$ cat config.mk
export PLATFORM = sky130hd
export DESIGN_NAME = link_rendezvous_tracker
export DESIGN_NICKNAME = d
export VERILOG_FILES = /design/src/hw/rtl/lrt_pkg.sv /design/src/hw/rtl/lrt_datapath.sv /design/src/hw/rtl/lrt_ctrl.sv /design/src/hw/rtl/link_rendezvous_tracker.sv
export VERILOG_INCLUDE_DIRS = /design/src /design/src/hw/rtl
export SDC_FILE = /design/constraint.sdc
export NUM_CORES = 1
export LEC_CHECK = 0
export BUFFER_PORTS_ARGS = -buffer_cell sky130_fd_sc_hd__buf_2
export CORE_UTILIZATION = 50
export DETAILED_ROUTE_END_ITERATION = 10
export HOLD_SLACK_MARGIN = 0.15
export PLACE_DENSITY_LB_ADDON = 0.1
export SYNTH_ARGS = -nofsm -noshare
export SYNTH_HDL_FRONTEND = slang
export SYNTH_SLANG_ARGS = --single-unit
$ cat constraint.sdc
create_clock -name clock -period 9.8 [get_ports clock]
set_input_delay 0.98 -clock clock [delete_from_list [all_inputs] [get_ports clock]]
set_output_delay 0.98 -clock clock [all_outputs]
set_load 0.01 [all_outputs]
$ cat src/hw/rtl/link_rendezvous_tracker_assert.svh
// Assertion macros used by the rendezvous tracker control module
`ifndef LINK_RENDEZVOUS_TRACKER_ASSERT_SVH
`define LINK_RENDEZVOUS_TRACKER_ASSERT_SVH

// Antecedent and consequent in the same cycle
`define LRT_ASSERT_IMPLIES(lbl, clk, rst, ante, cons) \
   lbl: assert property (@(posedge clk) disable iff (rst) (ante) |-> (cons)) \
      else $error("rendezvous tracker: same-cycle check failed");

// Consequent in the cycle after the antecedent
`define LRT_ASSERT_NEXT(lbl, clk, rst, ante, cons) \
   lbl: assert property (@(posedge clk) disable iff (rst) (ante) |=> (cons)) \
      else $error("rendezvous tracker: next-cycle check failed");

`endif

$ cat src/hw/rtl/lrt_pkg.sv
package lrt_pkg;

   // Default sizing
   localparam int NODES_DEF      = 8;
   localparam int PACKET_MAX_DEF = 32768;

   // Transaction actions
   localparam logic [1:0] ACT_FRAME_START  = 2'd0;
   localparam logic [1:0] ACT_DATAGRAM     = 2'd1;
   localparam logic [1:0] ACT_FRAME_FINISH = 2'd2;
   localparam logic [1:0] ACT_WORD_WRITE   = 2'd3;

   // Link modes
   localparam logic [1:0] MODE_OFF   = 2'd0;
   localparam logic [1:0] MODE_PROBE = 2'd1;
   localparam logic [1:0] MODE_LINK  = 2'd2;

   // Register indexes
   localparam logic [1:0] CSR_LINK_MODE   = 2'd0;
   localparam logic [1:0] CSR_OWN_NODE    = 2'd1;
   localparam logic [1:0] CSR_NODE_TOTAL  = 2'd2;
   localparam logic [1:0] CSR_STALE_LIMIT = 2'd3;

   // Rendezvous word layout
   localparam int GRP_W      = 16;
   localparam int GRP_READY  = 0;
   localparam int GRP_LINKED = 16;
   localparam int GRP_ACK    = 32;
   localparam int GRP_BOOTED = 48;

   localparam logic [7:0]  RX_MAGIC  = 8'h43;
   localparam logic [16:0] HDR_BYTES = 17'd6;

   // Flag bits
   localparam int BIT_READY  = 0;
   localparam int BIT_ACK    = 1;
   localparam int BIT_BOOTED = 2;

   typedef struct packed {
      logic capture;
      logic exec;
      logic walk_rd;
      logic load_rsp;
   } cmd_type;

   typedef struct packed {
      logic walk_needed;
      logic walk_last;
   } sts_type;

endpackage

$ cat src/hw/rtl/lrt_datapath.sv
module lrt_datapath import lrt_pkg::*; #(
   parameter int NODES      = NODES_DEF,
   parameter int PACKET_MAX = PACKET_MAX_DEF
) (
   input  logic        clock,
   input  logic        reset,
   input  logic        csr_wr_en,
   input  logic [1:0]  csr_index,
   input  logic [7:0]  csr_wr_data,
   input  logic [1:0]  req_action,
   input  logic        req_link_ready,
   input  logic [15:0] req_board_packet_size,
   input  logic [7:0]  req_rx_magic,
   input  logic [7:0]  req_rx_node,
   input  logic [2:0]  req_rx_flags,
   input  logic [15:0] req_rx_size,
   input  logic [15:0] req_rx_length,
   input  logic [63:0] req_module_word,
   output logic [63:0] rsp_rendezvous,
   output logic        rsp_send_valid,
   output logic [2:0]  rsp_send_flags,
   output logic [15:0] rsp_send_size,
   output logic        rsp_size_oversize,
   output logic        rsp_rx_accepted,
   output logic        rsp_rx_store,
   input  cmd_type     cmd,
   output sts_type     sts
);

   localparam int IW = $clog2(NODES);
   localparam int RW = IW + 1;
   localparam logic [15:0] PMAX = 16'(PACKET_MAX);

   // Configuration
   logic [1:0]  link_mode_ff;
   logic [2:0]  own_node_ff;
   logic [3:0]  node_total_ff;
   logic [7:0]  stale_limit_ff;

   // Captured transaction
   logic [1:0]  act_ff;
   logic        link_ready_ff;
   logic [15:0] packet_ff;
   logic [7:0]  magic_ff;
   logic [7:0]  node_ff;
   logic [2:0]  flags_ff;
   logic [15:0] size_ff;
   logic [15:0] length_ff;
   logic [63:0] mword_ff;

   // Tracker state
   logic [63:0]      word_ff, word_in;
   logic [31:0]      frame_count_ff;
   logic             ingest_ff, ingest_in;
   logic [NODES-1:0] ever_ff;
   logic [31:0]      last_mem [NODES];
   logic [31:0]      rd_ff;
   logic [IW-1:0]    walk_idx_ff;
   logic [IW-1:0]    chk_idx_ff;
   logic             chk_v_ff;

   // Result scratch
   logic        res_send_valid_ff, res_send_valid_in;
   logic [2:0]  res_flags_ff, res_flags_in;
   logic [15:0] res_size_ff, res_size_in;
   logic        res_over_ff, res_over_in;
   logic        res_acc_ff, res_acc_in;
   logic        res_store_ff, res_store_in;

   logic          active;
   logic [RW-1:0] ring;
   logic [16:0]   ring_mask_wide;
   logic [15:0]   ring_mask;
   logic [15:0]   own_mask;
   logic [15:0]   node_mask;
   logic [15:0]   chk_mask;
   logic [15:0]   w_ready, w_linked, w_ack, w_booted;
   logic [15:0]   fs_ready, fs_linked;
   logic [15:0]   dg_ready, dg_linked;
   logic          own_ack, own_booted;
   logic          dg_ok;
   logic          send_now;
   logic [31:0]   age;
   logic          chk_clear;

   assign active = (link_mode_ff == MODE_PROBE) || (link_mode_ff == MODE_LINK);
   assign ring   = ({1'b0, node_total_ff} > 5'(NODES)) ? RW'(NODES) : RW'(node_total_ff);

   assign ring_mask_wide = (17'(1) << ring) - 17'(1);
   assign ring_mask      = ring_mask_wide[15:0];
   assign own_mask       = 16'(1) << own_node_ff;
   assign node_mask      = 16'(1) << node_ff[IW-1:0];
   assign chk_mask       = 16'(1) << chk_idx_ff;

   assign w_ready  = word_ff[GRP_READY  +: GRP_W];
   assign w_linked = word_ff[GRP_LINKED +: GRP_W];
   assign w_ack    = word_ff[GRP_ACK    +: GRP_W];
   assign w_booted = word_ff[GRP_BOOTED +: GRP_W];

   assign own_ack    = |(w_ack & own_mask);
   assign own_booted = |(w_booted & own_mask);

   always_comb begin
      fs_ready  = w_ready | own_mask;
      fs_linked = w_linked | (own_booted ? own_mask : 16'd0);
      // probe mode fakes every ring member as present
      if (link_mode_ff == MODE_PROBE) begin
         fs_ready  = fs_ready | ring_mask;
         fs_linked = fs_linked | ring_mask;
      end
   end

   assign dg_ok = ingest_ff && (link_mode_ff == MODE_LINK) &&
                  ({1'b0, length_ff} >= HDR_BYTES) && (magic_ff == RX_MAGIC) &&
                  (node_ff < 8'(ring)) && (node_ff != {5'd0, own_node_ff}) &&
                  (size_ff <= PMAX) &&
                  ({1'b0, length_ff} >= (HDR_BYTES + {1'b0, size_ff}));

   assign dg_ready  = (w_ready & ~node_mask) | (flags_ff[BIT_READY] ? node_mask : 16'd0);
   assign dg_linked = (w_linked & ~node_mask) | (flags_ff[BIT_BOOTED] ? node_mask : 16'd0);

   assign send_now = (act_ff == ACT_FRAME_START) && (link_mode_ff == MODE_LINK) && link_ready_ff;

   // Peer age check, one peer per cycle behind the memory read
   assign age       = frame_count_ff - rd_ff;
   assign chk_clear = chk_v_ff && ever_ff[chk_idx_ff] && ((chk_mask & own_mask) == 16'd0) &&
                      (age > {24'd0, stale_limit_ff});

   assign sts.walk_needed = (act_ff == ACT_FRAME_FINISH) && active && ingest_ff &&
                            (ring != RW'(0));
   assign sts.walk_last   = ((RW'(walk_idx_ff) + RW'(1)) == ring);

   always_comb begin
      word_in   = word_ff;
      ingest_in = ingest_ff;
      if (cmd.exec) begin
         case (act_ff)
            ACT_FRAME_START: begin
               if (active) begin
                  word_in[GRP_READY  +: GRP_W] = fs_ready;
                  word_in[GRP_LINKED +: GRP_W] = fs_linked;
                  ingest_in = (link_mode_ff == MODE_LINK) && link_ready_ff;
               end
            end
            ACT_DATAGRAM: begin
               if (dg_ok) begin
                  word_in[GRP_READY  +: GRP_W] = dg_ready;
                  word_in[GRP_LINKED +: GRP_W] = dg_linked;
               end
            end
            ACT_FRAME_FINISH: begin
               if (active) begin
                  ingest_in = 1'b0;
               end
            end
            default: begin
               word_in = mword_ff;
            end
         endcase
      end else if (chk_clear) begin
         word_in[GRP_READY +: GRP_W] = w_ready & ~chk_mask;
      end
   end

   always_comb begin
      res_send_valid_in = send_now;
      res_flags_in      = send_now ? {own_booted, own_ack, 1'b1} : 3'd0;
      res_size_in       = (send_now && (packet_ff != 16'd0) && (packet_ff <= PMAX)) ?
                          packet_ff : 16'd0;
      res_over_in       = send_now && (packet_ff > PMAX);
      res_acc_in        = (act_ff == ACT_DATAGRAM) && dg_ok;
      res_store_in      = res_acc_in && (size_ff != 16'd0);
   end

   // Configuration, control state
   always_ff @(posedge clock) begin
      if (reset) begin
         link_mode_ff   <= MODE_OFF;
         own_node_ff    <= 3'd0;
         node_total_ff  <= 4'd2;
         stale_limit_ff <= 8'd6;
      end else if (csr_wr_en) begin
         case (csr_index)
            CSR_LINK_MODE:   link_mode_ff   <= csr_wr_data[1:0];
            CSR_OWN_NODE:    own_node_ff    <= csr_wr_data[2:0];
            CSR_NODE_TOTAL:  node_total_ff  <= csr_wr_data[3:0];
            CSR_STALE_LIMIT: stale_limit_ff <= csr_wr_data;
            default: begin
            end
         endcase
      end
   end

   always_ff @(posedge clock) begin
      if (reset) begin
         word_ff        <= 64'd0;
         frame_count_ff <= 32'd0;
         ingest_ff      <= 1'b0;
         ever_ff        <= '0;
         chk_v_ff       <= 1'b0;
         walk_idx_ff    <= '0;
      end else begin
         word_ff   <= word_in;
         ingest_ff <= ingest_in;
         chk_v_ff  <= cmd.walk_rd;
         if (cmd.exec && (act_ff == ACT_FRAME_START) && active) begin
            frame_count_ff <= frame_count_ff + 32'd1;
         end
         if (cmd.exec && res_store_in) begin
            ever_ff[node_ff[IW-1:0]] <= 1'b1;
         end
         if (cmd.exec) begin
            walk_idx_ff <= '0;
         end else if (cmd.walk_rd) begin
            walk_idx_ff <= walk_idx_ff + IW'(1);
         end
      end
   end

   // Last payload frame per peer
   always_ff @(posedge clock) begin
      if (cmd.exec && res_store_in) begin
         last_mem[node_ff[IW-1:0]] <= frame_count_ff;
      end
   end

   always_ff @(posedge clock) begin
      if (cmd.walk_rd) begin
         rd_ff      <= last_mem[walk_idx_ff];
         chk_idx_ff <= walk_idx_ff;
      end
   end

   // Payload registers
   always_ff @(posedge clock) begin
      if (cmd.capture) begin
         act_ff        <= req_action;
         link_ready_ff <= req_link_ready;
         packet_ff     <= req_board_packet_size;
         magic_ff      <= req_rx_magic;
         node_ff       <= req_rx_node;
         flags_ff      <= req_rx_flags;
         size_ff       <= req_rx_size;
         length_ff     <= req_rx_length;
         mword_ff      <= req_module_word;
      end
      if (cmd.exec) begin
         res_send_valid_ff <= res_send_valid_in;
         res_flags_ff      <= res_flags_in;
         res_size_ff       <= res_size_in;
         res_over_ff       <= res_over_in;
         res_acc_ff        <= res_acc_in;
         res_store_ff      <= res_store_in;
      end
      if (cmd.load_rsp) begin
         rsp_rendezvous    <= word_ff;
         rsp_send_valid    <= res_send_valid_ff;
         rsp_send_flags    <= res_flags_ff;
         rsp_send_size     <= res_size_ff;
         rsp_size_oversize <= res_over_ff;
         rsp_rx_accepted   <= res_acc_ff;
         rsp_rx_store      <= res_store_ff;
      end
   end

endmodule

$ cat src/hw/rtl/lrt_ctrl.sv
`include "link_rendezvous_tracker_assert.svh"

module lrt_ctrl import lrt_pkg::*; (
   input  logic    clock,
   input  logic    reset,
   input  logic    req_valid,
   output logic    req_ready,
   output logic    rsp_valid,
   input  logic    rsp_ready,
   input  sts_type sts,
   output cmd_type cmd
);

   localparam logic [2:0] ST_IDLE  = 3'd0;
   localparam logic [2:0] ST_EXEC  = 3'd1;
   localparam logic [2:0] ST_WALK  = 3'd2;
   localparam logic [2:0] ST_DRAIN = 3'd3;
   localparam logic [2:0] ST_DONE  = 3'd4;

   logic [2:0] state_ff, state_in;
   logic       rsp_valid_ff, rsp_valid_in;
   logic       slot_free;

   assign req_ready = (state_ff == ST_IDLE);
   assign rsp_valid = rsp_valid_ff;
   assign slot_free = !rsp_valid_ff || rsp_ready;

   always_comb begin
      state_in = state_ff;
      cmd      = '0;
      case (state_ff)
         ST_IDLE: begin
            if (req_valid) begin
               cmd.capture = 1'b1;
               state_in    = ST_EXEC;
            end
         end
         ST_EXEC: begin
            cmd.exec = 1'b1;
            state_in = sts.walk_needed ? ST_WALK : ST_DONE;
         end
         ST_WALK: begin
            cmd.walk_rd = 1'b1;
            if (sts.walk_last) begin
               state_in = ST_DRAIN;
            end
         end
         ST_DRAIN: begin
            // last peer check lands this cycle
            state_in = ST_DONE;
         end
         ST_DONE: begin
            if (slot_free) begin
               cmd.load_rsp = 1'b1;
               state_in     = ST_IDLE;
            end
         end
         default: begin
            state_in = ST_IDLE;
         end
      endcase
   end

   always_comb begin
      rsp_valid_in = rsp_valid_ff;
      if (cmd.load_rsp) begin
         rsp_valid_in = 1'b1;
      end else if (rsp_ready) begin
         rsp_valid_in = 1'b0;
      end
   end

   always_ff @(posedge clock) begin
      if (reset) begin
         state_ff     <= ST_IDLE;
         rsp_valid_ff <= 1'b0;
      end else begin
         state_ff     <= state_in;
         rsp_valid_ff <= rsp_valid_in;
      end
   end

   `LRT_ASSERT_IMPLIES(a_load_into_free_slot, clock, reset, cmd.load_rsp, !rsp_valid_ff || rsp_ready)
   `LRT_ASSERT_NEXT(a_accept_then_exec, clock, reset, req_valid && req_ready, state_ff == ST_EXEC)
   `LRT_ASSERT_NEXT(a_walk_then_drain, clock, reset, cmd.walk_rd && sts.walk_last, state_ff == ST_DRAIN)
   `LRT_ASSERT_NEXT(a_load_shows_result, clock, reset, cmd.load_rsp, rsp_valid_ff)

endmodule

$ cat src/hw/rtl/link_rendezvous_tracker.sv
// Channel  Handshake             Payload
// req_     req_valid/req_ready   action, link flag, packet size, datagram header, word
// rsp_     rsp_valid/rsp_ready   rendezvous word, send header, datagram verdict
// csr_     csr_wr_en             csr_index, csr_wr_data (no read-back)
//
// A result is presented once its transaction has passed the EXEC and DONE states,
// and the next transaction is taken only once the block is back in IDLE. A frame finish
// with ingest open also passes the WALK and DRAIN states between EXEC and DONE, as the
// peer age walk reads one last-receive entry per cycle from the timer memory.
// Reset is synchronous and restores the word, counters, seen flags and configuration registers.
// The next transaction is accepted while a result waits in the output register;
// a stalled result holds the block only once the following one is finished.
module link_rendezvous_tracker import lrt_pkg::*; #(
   parameter int NODES      = NODES_DEF,
   parameter int PACKET_MAX = PACKET_MAX_DEF
) (
   input  logic        clock,
   input  logic        reset,
   input  logic        csr_wr_en,
   input  logic [1:0]  csr_index,
   input  logic [7:0]  csr_wr_data,
   input  logic        req_valid,
   output logic        req_ready,
   input  logic [1:0]  req_action,
   input  logic        req_link_ready,
   input  logic [15:0] req_board_packet_size,
   input  logic [7:0]  req_rx_magic,
   input  logic [7:0]  req_rx_node,
   input  logic [2:0]  req_rx_flags,
   input  logic [15:0] req_rx_size,
   input  logic [15:0] req_rx_length,
   input  logic [63:0] req_module_word,
   output logic        rsp_valid,
   input  logic        rsp_ready,
   output logic [63:0] rsp_rendezvous,
   output logic        rsp_send_valid,
   output logic [2:0]  rsp_send_flags,
   output logic [15:0] rsp_send_size,
   output logic        rsp_size_oversize,
   output logic        rsp_rx_accepted,
   output logic        rsp_rx_store
);

   cmd_type cmd;
   sts_type sts;

   lrt_ctrl u_ctrl (
      .clock     (clock),
      .reset     (reset),
      .req_valid (req_valid),
      .req_ready (req_ready),
      .rsp_valid (rsp_valid),
      .rsp_ready (rsp_ready),
      .sts       (sts),
      .cmd       (cmd)
   );

   lrt_datapath #(
      .NODES      (NODES),
      .PACKET_MAX (PACKET_MAX)
   ) u_datapath (
      .clock                 (clock),
      .reset                 (reset),
      .csr_wr_en             (csr_wr_en),
      .csr_index             (csr_index),
      .csr_wr_data           (csr_wr_data),
      .req_action            (req_action),
      .req_link_ready        (req_link_ready),
      .req_board_packet_size (req_board_packet_size),
      .req_rx_magic          (req_rx_magic),
      .req_rx_node           (req_rx_node),
      .req_rx_flags          (req_rx_flags),
      .req_rx_size           (req_rx_size),
      .req_rx_length         (req_rx_length),
      .req_module_word       (req_module_word),
      .rsp_rendezvous        (rsp_rendezvous),
      .rsp_send_valid        (rsp_send_valid),
      .rsp_send_flags        (rsp_send_flags),
      .rsp_send_size         (rsp_send_size),
      .rsp_size_oversize     (rsp_size_oversize),
      .rsp_rx_accepted       (rsp_rx_accepted),
      .rsp_rx_store          (rsp_rx_store),
      .cmd                   (cmd),
      .sts                   (sts)
   );

endmodule
== Yosys cells after proc, flatten, opt, wreduce, memory -nomap -nowiden ==
Memories as Yosys holds them, arrays and structs flattened. A register that Yosys moved wholly into a read port is not among the register bits.
Cells that the tools add are included.

* Register bits after elaboration: 377
* Memory bits (writable): 256
* Input port bits: 149
* Output and inout port bits: 89
* Logic and storage cells: 185
* Memories: 1

* $add $sub $neg: 6
* Magnitude comparators: 11
* Eq/ne operators: 23
* Shift-type cells: 4
* Mux-type cells: 34
* Bitwise operators: 17
* Reduce and logical (&&, ||, !) cells: 51

{| class="wikitable"
|+ Memories
! memory !! words !! bits a word !! rd ports !! clocked after memory_dff !! wr ports !! line !! text
|-
| u_datapath.last_mem || 8 || 32 || 1 || 1 || 1 || lrt_datapath.sv:56 || <nowiki>logic [31:0] last_mem [NODES];</nowiki>
|}

{| class="wikitable"
|+ Operators by type and width
! cell !! count
|-
| $mux W16 || 7
|-
| $and A16 B16 Y16 || 6
|-
| $or A16 B16 Y16 || 6
|-
| $pmux W32 S3 || 1
|-
| $mux W32 || 2
|-
| $shl A1 B3 Y16 const A || 3
|-
| $add A32 B1 Y32 const B || 1
|-
| $gt A32 B8 Y1 || 1
|-
| $le A16 B16 Y1 const B || 2
|-
| $not A16 Y16 || 2
|-
| $reduce_bool A16 Y1 || 2
|-
| $reduce_or A16 Y1 || 2
|-
| $sub A32 B32 Y32 || 1
|-
| $logic_and A1 B1 Y1 || 25
|-
| $add A3 B16 Y17 const A || 1
|-
| $ge A16 B17 Y1 || 1
|-
| $ge A16 B3 Y1 const B || 1
|-
| $gt A16 B16 Y1 const B || 1
|-
| $logic_not A16 Y1 || 1
|-
| $shl A1 B4 Y16 const A || 1
|-
| $sub A16 B2 Y16 const B || 1
|-
| $mux W1 || 15
|-
| $pmux W3 S5 || 1
|-
| $mux W3 || 4
|-
| other kinds (34) || 58
|}

== Logic depth before layout (Yosys ltp) ==
Gate-level depths: netlist (run 1).

* Depth after elaboration: 13
* Gate-level depth with buffers: 17

== Hierarchy ==
From an unflattened synthesis (run 1), not the netlist that was laid out.

* Cells, all modules: 1,966
* Area, all modules: 27,615.2 µm²

{| class="wikitable"
|+ By module, submodules not included
! module !! times used !! cells each !! area an instance (µm²) !! seq. area each (µm²)
|-
| lrt_datapath || 1 || 1,941 || 27,391.3 || 18,497.7
|-
| lrt_ctrl || 1 || 25 || 224.0 || 80.1
|}

== Least setup slack after synthesis (run 1) ==
No wires, ideal clock.

* Path type: input -> register
* Start: input port rsp_ready
* End: register u_datapath.rsp_rendezvous[0], enable pin
* Setup time: 531 ps
* Data arrival time: 4,632 ps
* Data required time: 9,269 ps
* Path slack: 4,637 ps
* Stages: 2
* Path buffers: 0
* Path through: nor2b_1 -> nor2_1

{| class="wikitable"
|+ RTL lines
! what !! line !! text
|-
| from (decl) || link_rendezvous_tracker.sv:34 || <nowiki>input logic rsp_ready,</nowiki>
|-
| to (signal assigned) || lrt_datapath.sv:256 || <nowiki>rsp_rendezvous <= word_ff;</nowiki>
|-
| to (decl) || lrt_datapath.sv:19 || <nowiki>output logic [63:0] rsp_rendezvous,</nowiki>
|}

== Worst setup path after layout (run 1) ==
* Start: register u_datapath.frame_count_ff[0]
* End: register u_datapath.word_ff[0]

* Word-level cells in the longest chain between the ends: 5

{| class="wikitable"
|+ RTL lines
! what !! line !! text
|-
| from (decl) || lrt_datapath.sv:53 || <nowiki>logic [31:0] frame_count_ff;</nowiki>
|-
| from (signal assigned) || lrt_datapath.sv:207 || <nowiki>frame_count_ff <= frame_count_ff + 32'd1;</nowiki>
|-
| $sub A32 B32 Y32 || lrt_datapath.sv:125 || <nowiki>assign age = frame_count_ff - rd_ff;</nowiki>
|-
| $gt A32 B8 Y1 || lrt_datapath.sv:127 || <nowiki>(age > {24'd0, stale_limit_ff});</nowiki>
|-
| $logic_and A1 B1 Y1 || lrt_datapath.sv:126 || <nowiki>assign chk_clear = chk_v_ff && ever_ff[chk_idx_ff] && ((chk_mask & own_mask) == 16'd0) &&</nowiki>
|-
| $reduce_bool A2 Y1 (no line) || n/a ||
|-
| $reduce_and A4 Y1 (no line) || n/a ||
|-
| to (signal assigned) || lrt_datapath.sv:203 || <nowiki>word_ff <= word_in;</nowiki>
|-
| to (decl) || lrt_datapath.sv:52 || <nowiki>logic [63:0] word_ff, word_in;</nowiki>
|}

No other way between the ends.
A chain may end at the register's enable or synchronous reset.

==> results of run 1 <==
==> power by group through the flow <==
stage	sequential, mW	clock [mW]	combinational (mW)
2_1_floorplan	3.17	0	0.112
4_1_cts	3.11	2.70	0.191
3_5_place_dp	3.17	0	0.190
5_1_grt	3.12	2.81	0.211
6_report	3.11	2.64	0.190
3_3_place_gp	3.17	0	0.186
==> per-stage QoR <==
stage	instance area, um2	util (%)	hold slack, ns
4_1_cts	31830	58.68	0.4162
5_1_grt	31840	58.70	0.4255
2_1_floorplan	27700	-	0.4003
6_report	31840	58.71	0.4141
3_5_place_dp	29510	54.41	0.4045
3_3_place_gp	29510	54.41	0.4007
==> area by class of cell <==
class                      count  area (um2)  area share (%)
antenna                        5       12.51         0.03929
timing repair buffer         257        1341           4.212
tap                          696       870.8           2.735
inverter                      63       236.5          0.7427
clock buffer                  94        1923           6.040
multi-input combinational   1166        8477           26.62
sequential                   662       18580           58.36
clock inverter                34       396.6           1.246
==> worst min path at each step <==
stage	start	to
6_report	u_datapath.res_size_ff[7]$_SDFFCE_PN0P_	u_datapath.rsp_send_size[7]$_DFFE_PP_
3_5_place_dp	u_datapath.res_size_ff[2]$_SDFFCE_PN0P_	u_datapath.rsp_send_size[2]$_DFFE_PP_
3_3_place_gp	u_datapath.res_size_ff[5]$_SDFFCE_PN0P_	u_datapath.rsp_send_size[5]$_DFFE_PP_
4_1_cts	u_datapath.res_size_ff[7]$_SDFFCE_PN0P_	u_datapath.rsp_send_size[7]$_DFFE_PP_
5_1_grt	u_datapath.res_size_ff[11]$_SDFFCE_PN0P_	u_datapath.rsp_send_size[11]$_DFFE_PP_
2_1_floorplan	u_datapath.res_acc_ff$_DFFE_PP_	u_datapath.rsp_rx_accepted$_DFFE_PP_
==> logic make-up (layout without fill, tap and decap cells) <==
kind of cell	after synthesis	in the layout	share of synthesized area [%]
flip-flops	662	662	67.08
AND/OR/NAND/NOR	562	562	9.659
AO/OA/AOI/OAI	359	359	8.335
buffers and inverters	160	448	2.602
multiplexers	115	115	7.305
adder cells (fa/ha/maj)	65	65	2.964
XOR/XNOR	65	65	2.056
other	0	5	0
==> cell usage after synthesis (15+ instances only) <==
cell / n / share of area [%]
xnor2_1: 25 / 0.79
a21oi_1: 130 / 2.3
mux2_2: 37 / 1.5
clkbuf_1: 62 / 0.84
nand3_1: 35 / 0.63
nor4_1: 15 / 0.34
and2_1: 22 / 0.50
nand2_1: 199 / 2.7
nor2_1: 143 / 1.9
o22ai_1: 17 / 0.38
inv_1: 63 / 0.85
o21ai_0: 60 / 1.1
a22oi_1: 17 / 0.46
nor3_1: 31 / 0.56
ha_1: 64 / 2.9
xor2_1: 40 / 1.3
edfxtp_1: 532 / 58
a211oi_1: 18 / 0.49
dfxtp_1: 130 / 9.4
nand4_1: 28 / 0.63
mux4_2: 66 / 5.4
==> sequential cells by signal, summed over array words and instances (netlist names), 16 cells and up <==
signal	cells
u_datapath.packet_ff	16
u_datapath.mword_ff	64
u_datapath.length_ff	16
u_datapath.rsp_rendezvous	64
u_datapath.rsp_send_size	16
u_datapath.size_ff	16
u_datapath.word_ff	64
u_datapath.last_mem	256
u_datapath.rd_ff	32
u_datapath.frame_count_ff	32
u_datapath.res_size_ff	16
==> metal layers <==
metal / up-vias / GRT usage [%] / share of wire [%]
met4: 2 / 7.410 / 2.4
met5: - / 0 / 0.020
met2: 422 / 36.75 / 47
met1: 8598 / 32.68 / 45
li1: 7977 / - / -
met3: 95 / 4.367 / 5.1
==> results summary, run 1 <==
The total power came out at 5.942 mW. The largest net degree at the start of global routing is 88. The analysis attributes to net switching a power of 1.237 mW.

Dividing total power by cell area gives a power density of 186.6 mW/mm2. The tree is rooted in a clkbuf_16. The clock period minus worst slack came out at 4.946 ns. The end of the worst register-to-register path is u_datapath.word_ff[0]$_SDFFE_PP0P_. The number of antenna violations at the first check in global routing was 6. The path class of the tightest hold or removal check is register to register. The via count of the first global-routing pass was 17024. In the routed design, unresolved DRC markers number 0. In the layout the commonest cells are edfxtp_1, buf_2, nand2_1. The post-route clock period utilization is 50.47%.

The post-cts hold buffer count is 0. The worst-case setup margin in the final layout came out at 4.854 ns. The H-tree was split into 3 levels.

The number of iterations in the first detailed-routing pass came out at 5. The post-place setup slack came out at 4.840 ns. The data required time at the worst endpoint is 10.31 ns. During I/O placement, the number of pins put on the boundary was 238. In this run the static leakage power is 11.27 nW. The number of buffers and inverters on the critical path came out at 1.

The maximum clock rate is 202.2 MHz. The worst register-to-register path has a setup slack of 4.85 ns. Dividing the synthesized area by the synthesized cell count gives 13.93 um2. The critical path endpoint category is a register. Combinational logic is responsible for 3.2% of the overall power. The die is 237.4 um tall. After global routing the overflow that remains totals 0. The count of instances resized after the clock tree is built is 0. After clock tree synthesis, the clock-pin slew on the worst setup and hold paths is 0.06 ns. The signal on the critical path passes through inv_1 > ha_1 > fa_1 > nand2b_1 > a21oi_1 > nor2_1 > xnor2_1 > ha_1 > nand4_1 > and2b_1 > a22o_2 > or4_1 > or4_1 > nor4_2 > nand3_2 > a311oi_1. Across every metal layer, demand over resource in global routing totals 23.25%. The largest clock skew in the final design came out at 0.02301 ns. The final layout net count came out at 2434. The synthesized flop and latch total is 662. The most critical setup path has its startpoint at u_datapath.frame_count_ff[0]$_SDFFE_PP0P_. The launching element type of the critical path is a register. Setup repair after global routing left no endpoint under its margin.

Once detail routing completed, the nets flagged for antenna violations numbered 0. The fill cell instance count of the final layout came out at 4344. The horizontal die dimension is 237.4 um. The actual transition at the worst max-transition pin came out at 1.171 ns.

The start-to-end type of the worst setup path is register to register. Counting buffers and inverters, the worst setup path is 16 cells deep. The max-slew violation count is 0. TritonCTS built the clock tree. After synthesis, flip-flops and latches occupy 67.08% of the total area. The number of synthesized flops with an enable pin came out at 532. The share of final-layout standard cells stronger than drive strength 1 came out at 22.89%. The highest fanout seen on the critical path is 12. Among cell families on the critical path, the largest total delay comes from simple AND/OR/NAND/NOR gates.

The slowest stage of the critical path is the dfxtp_1 cell. The fraction of synthesis flops using an asynchronous set or reset pin came out at 0%. The post-synthesis instance area came out at 0.02770 mm2.

The leading cell type in the layout, fill and taps excluded is edfxtp_1. The final non-filler cell total is 2977. The setup TNS after final layout came out at 0 ns. The run finished with clean final reports. The first global-routing pass estimated 99410 um of wire. Counting every net in the synthesized netlist gives 2202.

For this run, the leading register cell type out of synthesis is edfxtp_1. The headroom to the max-slew limit came out at 21.92%. VDD sags by at most 0.1791 mV. The worst reg-to-reg path cell count came out at 16. The reg-to-reg startpoint is u_datapath.frame_count_ff[0]$_SDFFE_PP0P_.

The delay of the slowest cell on the worst path is 0.54 ns. The total number of vias is 17094. For the worst-skew pair, the clock arrives at the later sink with an insertion delay of 0.62 ns. Of the total power, the clock network draws 44.4%. The most critical setup path has its endpoint at u_datapath.word_ff[0]$_SDFFE_PP0P_. The floorplan has 85 rows. The total length of routed wires came out at 64390 um. The full die area came out at 0.05634 mm2. The longest clock path from root to sink contains 3 buffers. The number of distinct standard cells referenced by the synthesized netlist came out at 85. The internal portion of the total power is 4.705 mW.

The final setup violation count came out at 0. The post-detailed-route wirelength per cell came out at 21.63 um. The synthesis-to-finish area growth came out at 14.97%. For this block, the initial DRC count from the detailed router was 1295. Buffers placed on the I/O ports in this run total 236.

The switching portion of total power is 20.82%. The cell total after placement came out at 2844. The Yosys warning count is 0. The relative contribution of sequential cells to total power came out at 52.4%. The arrival time reported for the critical path endpoint is 5.46 ns. The average vias per placed instance is 5.742. For this configuration, the core starts out at a cell density of 51.06%. The post-DP HPWL came out at 42150 um. The tree built by TritonCTS fans out to 662 sinks.

The cell depth of the worst hold path came out at 0. The number of endpoints with negative hold slack in the final report came to 0. The max-cap violation count is 0.

The congestion estimate from routability-driven global placement came to 0.8723. The total CTS buffers came out at 70. The region available for standard cell placement spans 0.05424 mm2.

The post-CTS setup repair buffer count is 0. Synthesis handed over a netlist of 1988 instances.
No activity file was read; power rests on OpenSTA's default activity.
==> inputs of run 2 (changes only) <==
--- a/config.mk
+++ b/config.mk
@@ -6,6 +6,7 @@
 export SDC_FILE = /design/constraint.sdc
 export NUM_CORES = 1
 export LEC_CHECK = 0
+export ABC_AREA = 1
 export BUFFER_PORTS_ARGS = -buffer_cell sky130_fd_sc_hd__buf_2
 export CORE_UTILIZATION = 50
 export DETAILED_ROUTE_END_ITERATION = 10
==> constraint.sdc (replaced) <==
create_clock -name clock -period 4.7 [get_ports clock]
set_input_delay 0.47 -clock clock [delete_from_list [all_inputs] [get_ports clock]]
set_output_delay 0.47 -clock clock [all_outputs]
set_load 0.01 [all_outputs]
==> results summary, run 2 <==
Across the run, the number of max-cap violations was 0. Among all flip-flop cells after synthesis, the most frequent one is edfxtp_1. The die is 240.9 um tall. The number of endpoints with negative hold slack in the final report came out at 0.

The arrival time reported for the critical path endpoint came out at 4.42 ns. At the end of routability-driven placement, the weighted congestion stood at 0.9334. The data required time at the worst endpoint is 4.98 ns. Yosys attributes the largest share of cell area to edfxtp_1, dfxtp_1, nor2_1, nand2_1, o21ai_0. The core footprint came out at 0.05639 mm2. Signal routing reaches up to met4. The final setup violation count is 0. The cell total after placement came out at 3697. For this run, the share of the core covered by cells in the final layout is 60.96%. Setup repair after global routing left no endpoint under its margin.

The largest net degree at the start of global routing is 87. The maximum resistive drop on vdd came out at 0.3058 mV. The total CTS buffers came out at 70. Sorting the synthesized cells by how often they occur yields edfxtp_1, nor2_1, nand2_1. Based on the critical path, the design can be clocked at up to 241.2 MHz. The final non-filler cell total came out at 3958. The worst reg-to-reg setup slack came out at 0.55 ns. The library cell used most frequently in the layout, excluding fill and tap cells, is edfxtp_1. The DRC marker count from the first detailed-route iteration came out at 1459. In this run the power density over the cells is 364.6 mW/mm2. The cell sitting at the root of the clock tree is a clkbuf_16. The number of standard cells after synthesis came out at 2761. The number of buffers on the longest clock path is 3. The launching element type of the critical path is a register.

After clock tree synthesis, the clock-pin slew on the worst setup and hold paths is 0.06 ns. The clock tree synthesis step divided the H-tree into 3 levels. The number of diodes added for antenna fixing came out at 0.

The number of synthesized flops with an enable pin is 532. For the worst-skew pair, the clock arrives at the later sink with an insertion delay of 0.62 ns. The number of iterations in the first detailed-routing pass came out at 7. The worst hold path belongs to the class input pin to register. The setup TNS after final layout came out at 0 ns. The completed layout was analyzed and its total power is 12.53 mW. The number of top-level pins is 238. The library cells used most frequently in the layout, excluding fill and tap cells, are edfxtp_1, nor2_1, nand2_1.

The net count of the finished layout is 3361. The wire length of the first global-routing pass came out at 111700 um. The total nets after synthesis came out at 2975. The leakage power came out at 13.82 nW. The number of distinct standard cells referenced by the synthesized netlist came out at 59. The via count of the first global-routing pass is 20551. TritonCTS built the clock tree. The effective utilization at floorplan is 50.60%. The post-place setup slack is 0.4337 ns.

In the finished design, the share of the clock period the worst path needs comes to 88.20%. For this block, the routed nets add up to 72350 um of wire. The routed length on met1 came out at 31650 um. The synthesized flop and latch total is 662.

The post-detailed-route wirelength per cell is 18.28 um. The routed wire length on met3 came out at 3621 um. In the global route stage, overall resource usage came out at 25.04%. The post-DP HPWL is 46710 um.

The top cell type by area accounts for 55.99% of the synthesized area. The post-synthesis instance area is 0.02853 mm2. The Yosys warning count came out at 0. The highest fanout seen on the critical path is 32. The quantity of I/O buffers inserted on ports is 236.

For the final database, setup skew stands at 0.02820 ns. The worst-case setup margin in the final layout is 0.5547 ns. The total number of vias is 21013.

The average vias per placed instance came out at 5.309. The critical path in this run is classified as register to register. The number of antenna violations at the first check in global routing was 0. The share of final-layout standard cells stronger than drive strength 1 came out at 12.74%. After layout, the minimum clock period comes to 4.145 ns. The horizontal die dimension came out at 240.9 um. The number of rows created at floorplan is 87.

The max-slew violation count is 0. The worst setup path is captured at a register. The register with the most flip-flops in the layout has 256 of them.

Of the synthesized area, sequential elements account for 65.11%. The met2 routed wirelength came out at 35110 um. The actual transition at the worst max-transition pin came out at 1.297 ns. The area growth from synthesis to layout is 20.46%. The synthesized design spends more area on one cell type than any other, namely edfxtp_1. The full die area came out at 0.05803 mm2. By instance count, the leading cell after synthesis is edfxtp_1.

The remaining global-route overflow is 0. Of all flip-flops after synthesis, the portion carrying an async set or reset was 0%. A synthesized cell averages 10.33 um2. The residual antenna-violating net count after detailed routing is 0. Measured against its own limit, the worst slew margin works out to 13.38%. The number of clock sinks came out at 662. In the routed design, unresolved DRC markers number 0. The run finished with clean final reports.
## run 2: area by class of cell
| class | instances | area, um2 |
|---|---|---|
| Fill cell | 4736 | 22010 |
| Sequential cell | 662 | 18590 |
| Multi-Input combinational cell | 1699 | 8509 |
| Timing Repair Buffer | 402 | 2900 |
| Clock buffer | 86 | 1843 |
| Inverter | 312 | 1171 |
| Tap cell | 756 | 945.9 |
| Clock inverter | 41 | 416.7 |
## run 2: power by group
| part | internal (mW) | switching (mW) | total, mW |
|---|---|---|---|
| Clock | 3.15 | 2.29 | 5.43 |
| Combinational | 0.245 | 0.348 | 0.592 |
| Sequential | 6.43 | 0.0709 | 6.51 |
| Total | 9.83 | 2.71 | 12.5 |
## run 2: logic make-up after synthesis
kind of cell    count (synthesis)  synth area share (%)
xor+xnor                       28                0.8594
flops                         662                 65.11
simple gates                 1115                 16.43
buf+inv                       400                 5.337
fa+ha+maj                      65                 2.877
compound gates                491                 9.388
## run 2: what timing repair did
item,4_1_cts,5_1_grt
setup endpoints to repair,0,256
hold buffers,134,0
resized for setup,0,1
buffers inserted,0,0
endpoints found under the hold margin,134,0
## run 2: path summary, 6_finish.rpt
path,from,endpoint,cells past startpoint
setup reg to reg,u_datapath.size_ff[3]$_DFFE_PP_,u_datapath.last_mem[5][16]$_DFFE_PP_,20
setup / recovery,u_datapath.size_ff[3]$_DFFE_PP_,u_datapath.last_mem[5][16]$_DFFE_PP_,20
hold reg to reg,u_datapath.res_store_ff$_DFFE_PP_,u_datapath.rsp_rx_store$_DFFE_PP_,0
hold / removal,csr_wr_data[5],u_datapath.stale_limit_ff[5]$_SDFFE_PP0P_,3
## run 2: per-stage QoR
step,instance area [um2],hold WS (ns)
2_1_floorplan,28560,0.4003
3_3_place_gp,30770,0.4006
3_5_place_dp,30770,0.4045
4_1_cts,34370,0.1505
5_1_grt,34370,0.1676
6_report,34370,0.1822
## run 2: worst max-delay path, stage by stage (launching register included)
cell and delay [ns]:
edfxtp_1 0.39, inv_1 0.07, nor2_1 0.17, nand3_1 0.18, nor4_1 0.41, nand3_1 0.22
xor2_1 0.19, ha_1 0.32, nand2_1 0.07, nor3_1 0.27, o21ai_0 0.16, inv_1 0.09
o21ai_0 0.07, nand2_1 0.07, nand2_1 0.04, nand2_1 0.09, nand2_1 0.06, nor2_1 0.15
nand2_2 0.23, nor3_2 0.26, buf_12 0.29
## run 2: per-layer routing
layer  vias up  track usage [%]
li1      10258                -
met1     10050            33.75
met2       568            41.47
met3       137            3.397
met4         0            9.091
met5         -                0
==> inputs of run 3 (changes only) <==
--- a/config.mk
+++ b/config.mk
@@ -8,9 +8,9 @@
 export LEC_CHECK = 0
 export ABC_AREA = 1
 export BUFFER_PORTS_ARGS = -buffer_cell sky130_fd_sc_hd__buf_2
-export CORE_UTILIZATION = 50
+export CORE_UTILIZATION = 40
 export DETAILED_ROUTE_END_ITERATION = 10
-export HOLD_SLACK_MARGIN = 0.15
+export HOLD_SLACK_MARGIN = 0.03
 export PLACE_DENSITY_LB_ADDON = 0.1
 export SYNTH_ARGS = -nofsm -noshare
 export SYNTH_HDL_FRONTEND = slang
==> results summary, run 3 (synthesized netlist as in run 2, its figures left out) <==
The flow ran to the end, and the final reports show no timing, DRC or antenna violations. The area of combinational cells with multiple inputs is 0.008507 mm2. Routability-driven placement finished with a final weighted congestion of 0.8990. Hold repair after CTS inserted 132 buffers. Along the worst hold path, the cell count comes to 1. At the worst endpoint, the required time is 5.18 ns. The overall fraction of global-route tracks in use is 21.55%. The die is 269.1 um wide. In the layout the commonest cells are edfxtp_1, nor2_1, nand2_1. Setup violations remaining at the end of the flow were counted as 0. The leakage power came out at 13.96 nW. The floorplan die height came out at 269.1 um. The count of cell instances traversed by the critical path came out at 24. In this run the core area contains 97 standard-cell rows. The number of iterations in the first detailed-routing pass is 7. The post-detailed-route wirelength per cell came out at 18.77 um. The remaining design rule violation count is 0. The residual antenna-violating net count after detailed routing is 0.

The clock reaches the later pin of the worst-skew pair after 0.62 ns. The largest clock skew in the final design is 0.02550 ns. The worst setup path is launched from a register. The share of final-layout standard cells stronger than drive strength 1 is 12.96%.

The number of endpoints with negative hold slack in the final report is 0. The cell type of the slowest stage on the worst timing path is dfxtp_1. The final layout contains routed wiring with a total length of 78030 um.

CTS placed an instance of clkbuf_16 at the clock tree root. Max-cap violations in this run came to 0. The highest fanout seen on the critical path is 12. In this run the tightest slew margin relative to its limit is 20.92%.

Derived from the worst setup path, the maximum achievable clock frequency is 237.1 MHz. The signal on the critical path passes through ha_1 > nand2_1 > inv_1 > a21oi_1 > nand2_1 > xor2_1 > ha_1 > nand2_1 > nor2_1 > nand4_1 > nand2_1 > nand2_1 > nor2_1 > nand2_1 > nor2_1 > nand3_1 > nor2_1 > nand3_1 > nand2_1 > nand2_1 > nand2_1 > nand2_1 > nand2_1 > nor2_1. The total number of H-tree levels came out at 3.

The worst reg-to-reg path cell count came out at 24. The maximum resistive drop on vdd is 0.2715 mV. The largest net degree at the start of global routing is 134. The delay of the slowest cell on the worst path came out at 0.60 ns. In this run, post-CTS repair resized a total of 0 instances. The final-layout worst hold slack is 0.07031 ns. The routed layout has 20934 vias. The number of antenna violations at the first check in global routing is 1. The initial utilization of the core area, before any placement, comes to 40.61%. The synthesis-to-finish area growth is 22.15%. With fillers left out, the area of the finished cells amounts to 0.03485 mm2. The cell repeated most along the worst path is nand2_1. The clock period minus worst slack is 4.217 ns. The areal power density over the cells is 373.0 mW/mm2.

The total CTS buffers is 74. The worst setup path is captured at a register. The via count of the first global-routing pass came out at 20736. During I/O placement, the number of pins put on the boundary was 238. Grouping stages by cell kind, the critical path spends the most delay in simple AND/OR/NAND/NOR gates. The first global-routing pass estimated 118400 um of wire. The remaining global-route overflow came out at 0.

The number of clock sinks is 662. The flip-flop count of the largest register after layout is 256. Setup repair after global routing left no endpoint under its margin. The max-slew violation count is 0. The DRC marker count from the first detailed-route iteration is 1280.

Once detailed placement completed, the half-perimeter wirelength came to 52110 um. The quantity of I/O buffers inserted on ports is 236. The final layout net count is 3371.

No sink is reached through more buffers than the 3 on the longest clock path. The worst hold path belongs to the class input pin to register. The clock input transition at the sequential cells of the worst setup and hold paths is 0.06 ns.

The post-route clock period utilization came out at 89.73%. The cell area after placement is 0.03104 mm2. The arrival time reported for the critical path endpoint came out at 4.69 ns. The fill cell instance count of the final layout came out at 6402. The actual transition at the worst max-transition pin is 1.185 ns. The sequential cell area came out at 0.01858 mm2. The setup path with the least slack is of type register to register. The worst reg-to-reg setup slack is 0.48 ns. TritonCTS built the clock tree. The fraction of the core area covered by cells at the end of the flow is 49.60%.

In the routed layout, each cell is associated on average with a via count of 5.036. The number of diodes added for antenna fixing came out at 0. The post-CTS setup repair buffer count came out at 0. The full die area came out at 0.07241 mm2. Leaving out fill and tap cells, the most frequent cell in the layout is edfxtp_1. Counting both buffers and inverters, the worst setup path holds a total of 1. The core footprint is 0.07027 mm2.
run 3: cell count changes in the layout (fill, tap and decap cells not counted), sizes merged:
cell         previous run  this run
buf                   268       276
bufinv                  6         7
inv                   313       312
clkbuf                 86       108
clkinv                 32        19
dlygate4sd3           134       132
run 3: final timing paths:
path                                                   from                                     end
hold / removal                            req_rx_length[14]      u_datapath.length_ff[14]$_DFFE_PP_
setup reg to reg  u_datapath.frame_count_ff[5]$_SDFFE_PP0P_      u_datapath.word_ff[6]$_SDFFE_PP0P_
setup / recovery  u_datapath.frame_count_ff[5]$_SDFFE_PP0P_      u_datapath.word_ff[6]$_SDFFE_PP0P_
hold reg to reg    u_datapath.res_size_ff[11]$_SDFFCE_PN0P_  u_datapath.rsp_send_size[11]$_DFFE_PP_
run 3: layout make-up:
type / instances / area share, %
clock buffer: 108 / 6.124
tap: 940 / 3.374
inverter: 312 / 3.364
clock inverter: 28 / 1.016
multi-input combinational: 1699 / 24.41
sequential: 662 / 53.32
timing repair buffer: 408 / 8.400
run 3: per-layer routing:
layer	GRT usage, %	part of all wire, %	wire length, um
met5	0	0.017	13
met4	7.663	3.4	2618
met3	3.160	3.8	2933
met2	36.42	48	37660
met1	28.13	45	34800
run 3: power breakdown:
group          switching [mW]  total (mW)  leakage (nW)  internal (mW)
Clock                    2.35        5.90          1.21           3.55
Combinational           0.351       0.593          6.49          0.242
Sequential             0.0685        6.51          6.26           6.44
run 3: stage by stage:
stage               cells  worst slack, ns  setup TNS, ns  total power [mW]
floorplan            2761          -0.6549        -167.64             6.911
global placement     3889           0.5406              0             7.125
detailed placement   3889           0.5275              0             7.134
CTS                  4157           0.5182              0             13.13
global route         4157         0.004410              0             13.43
finish               4157           0.4825              0             13.00
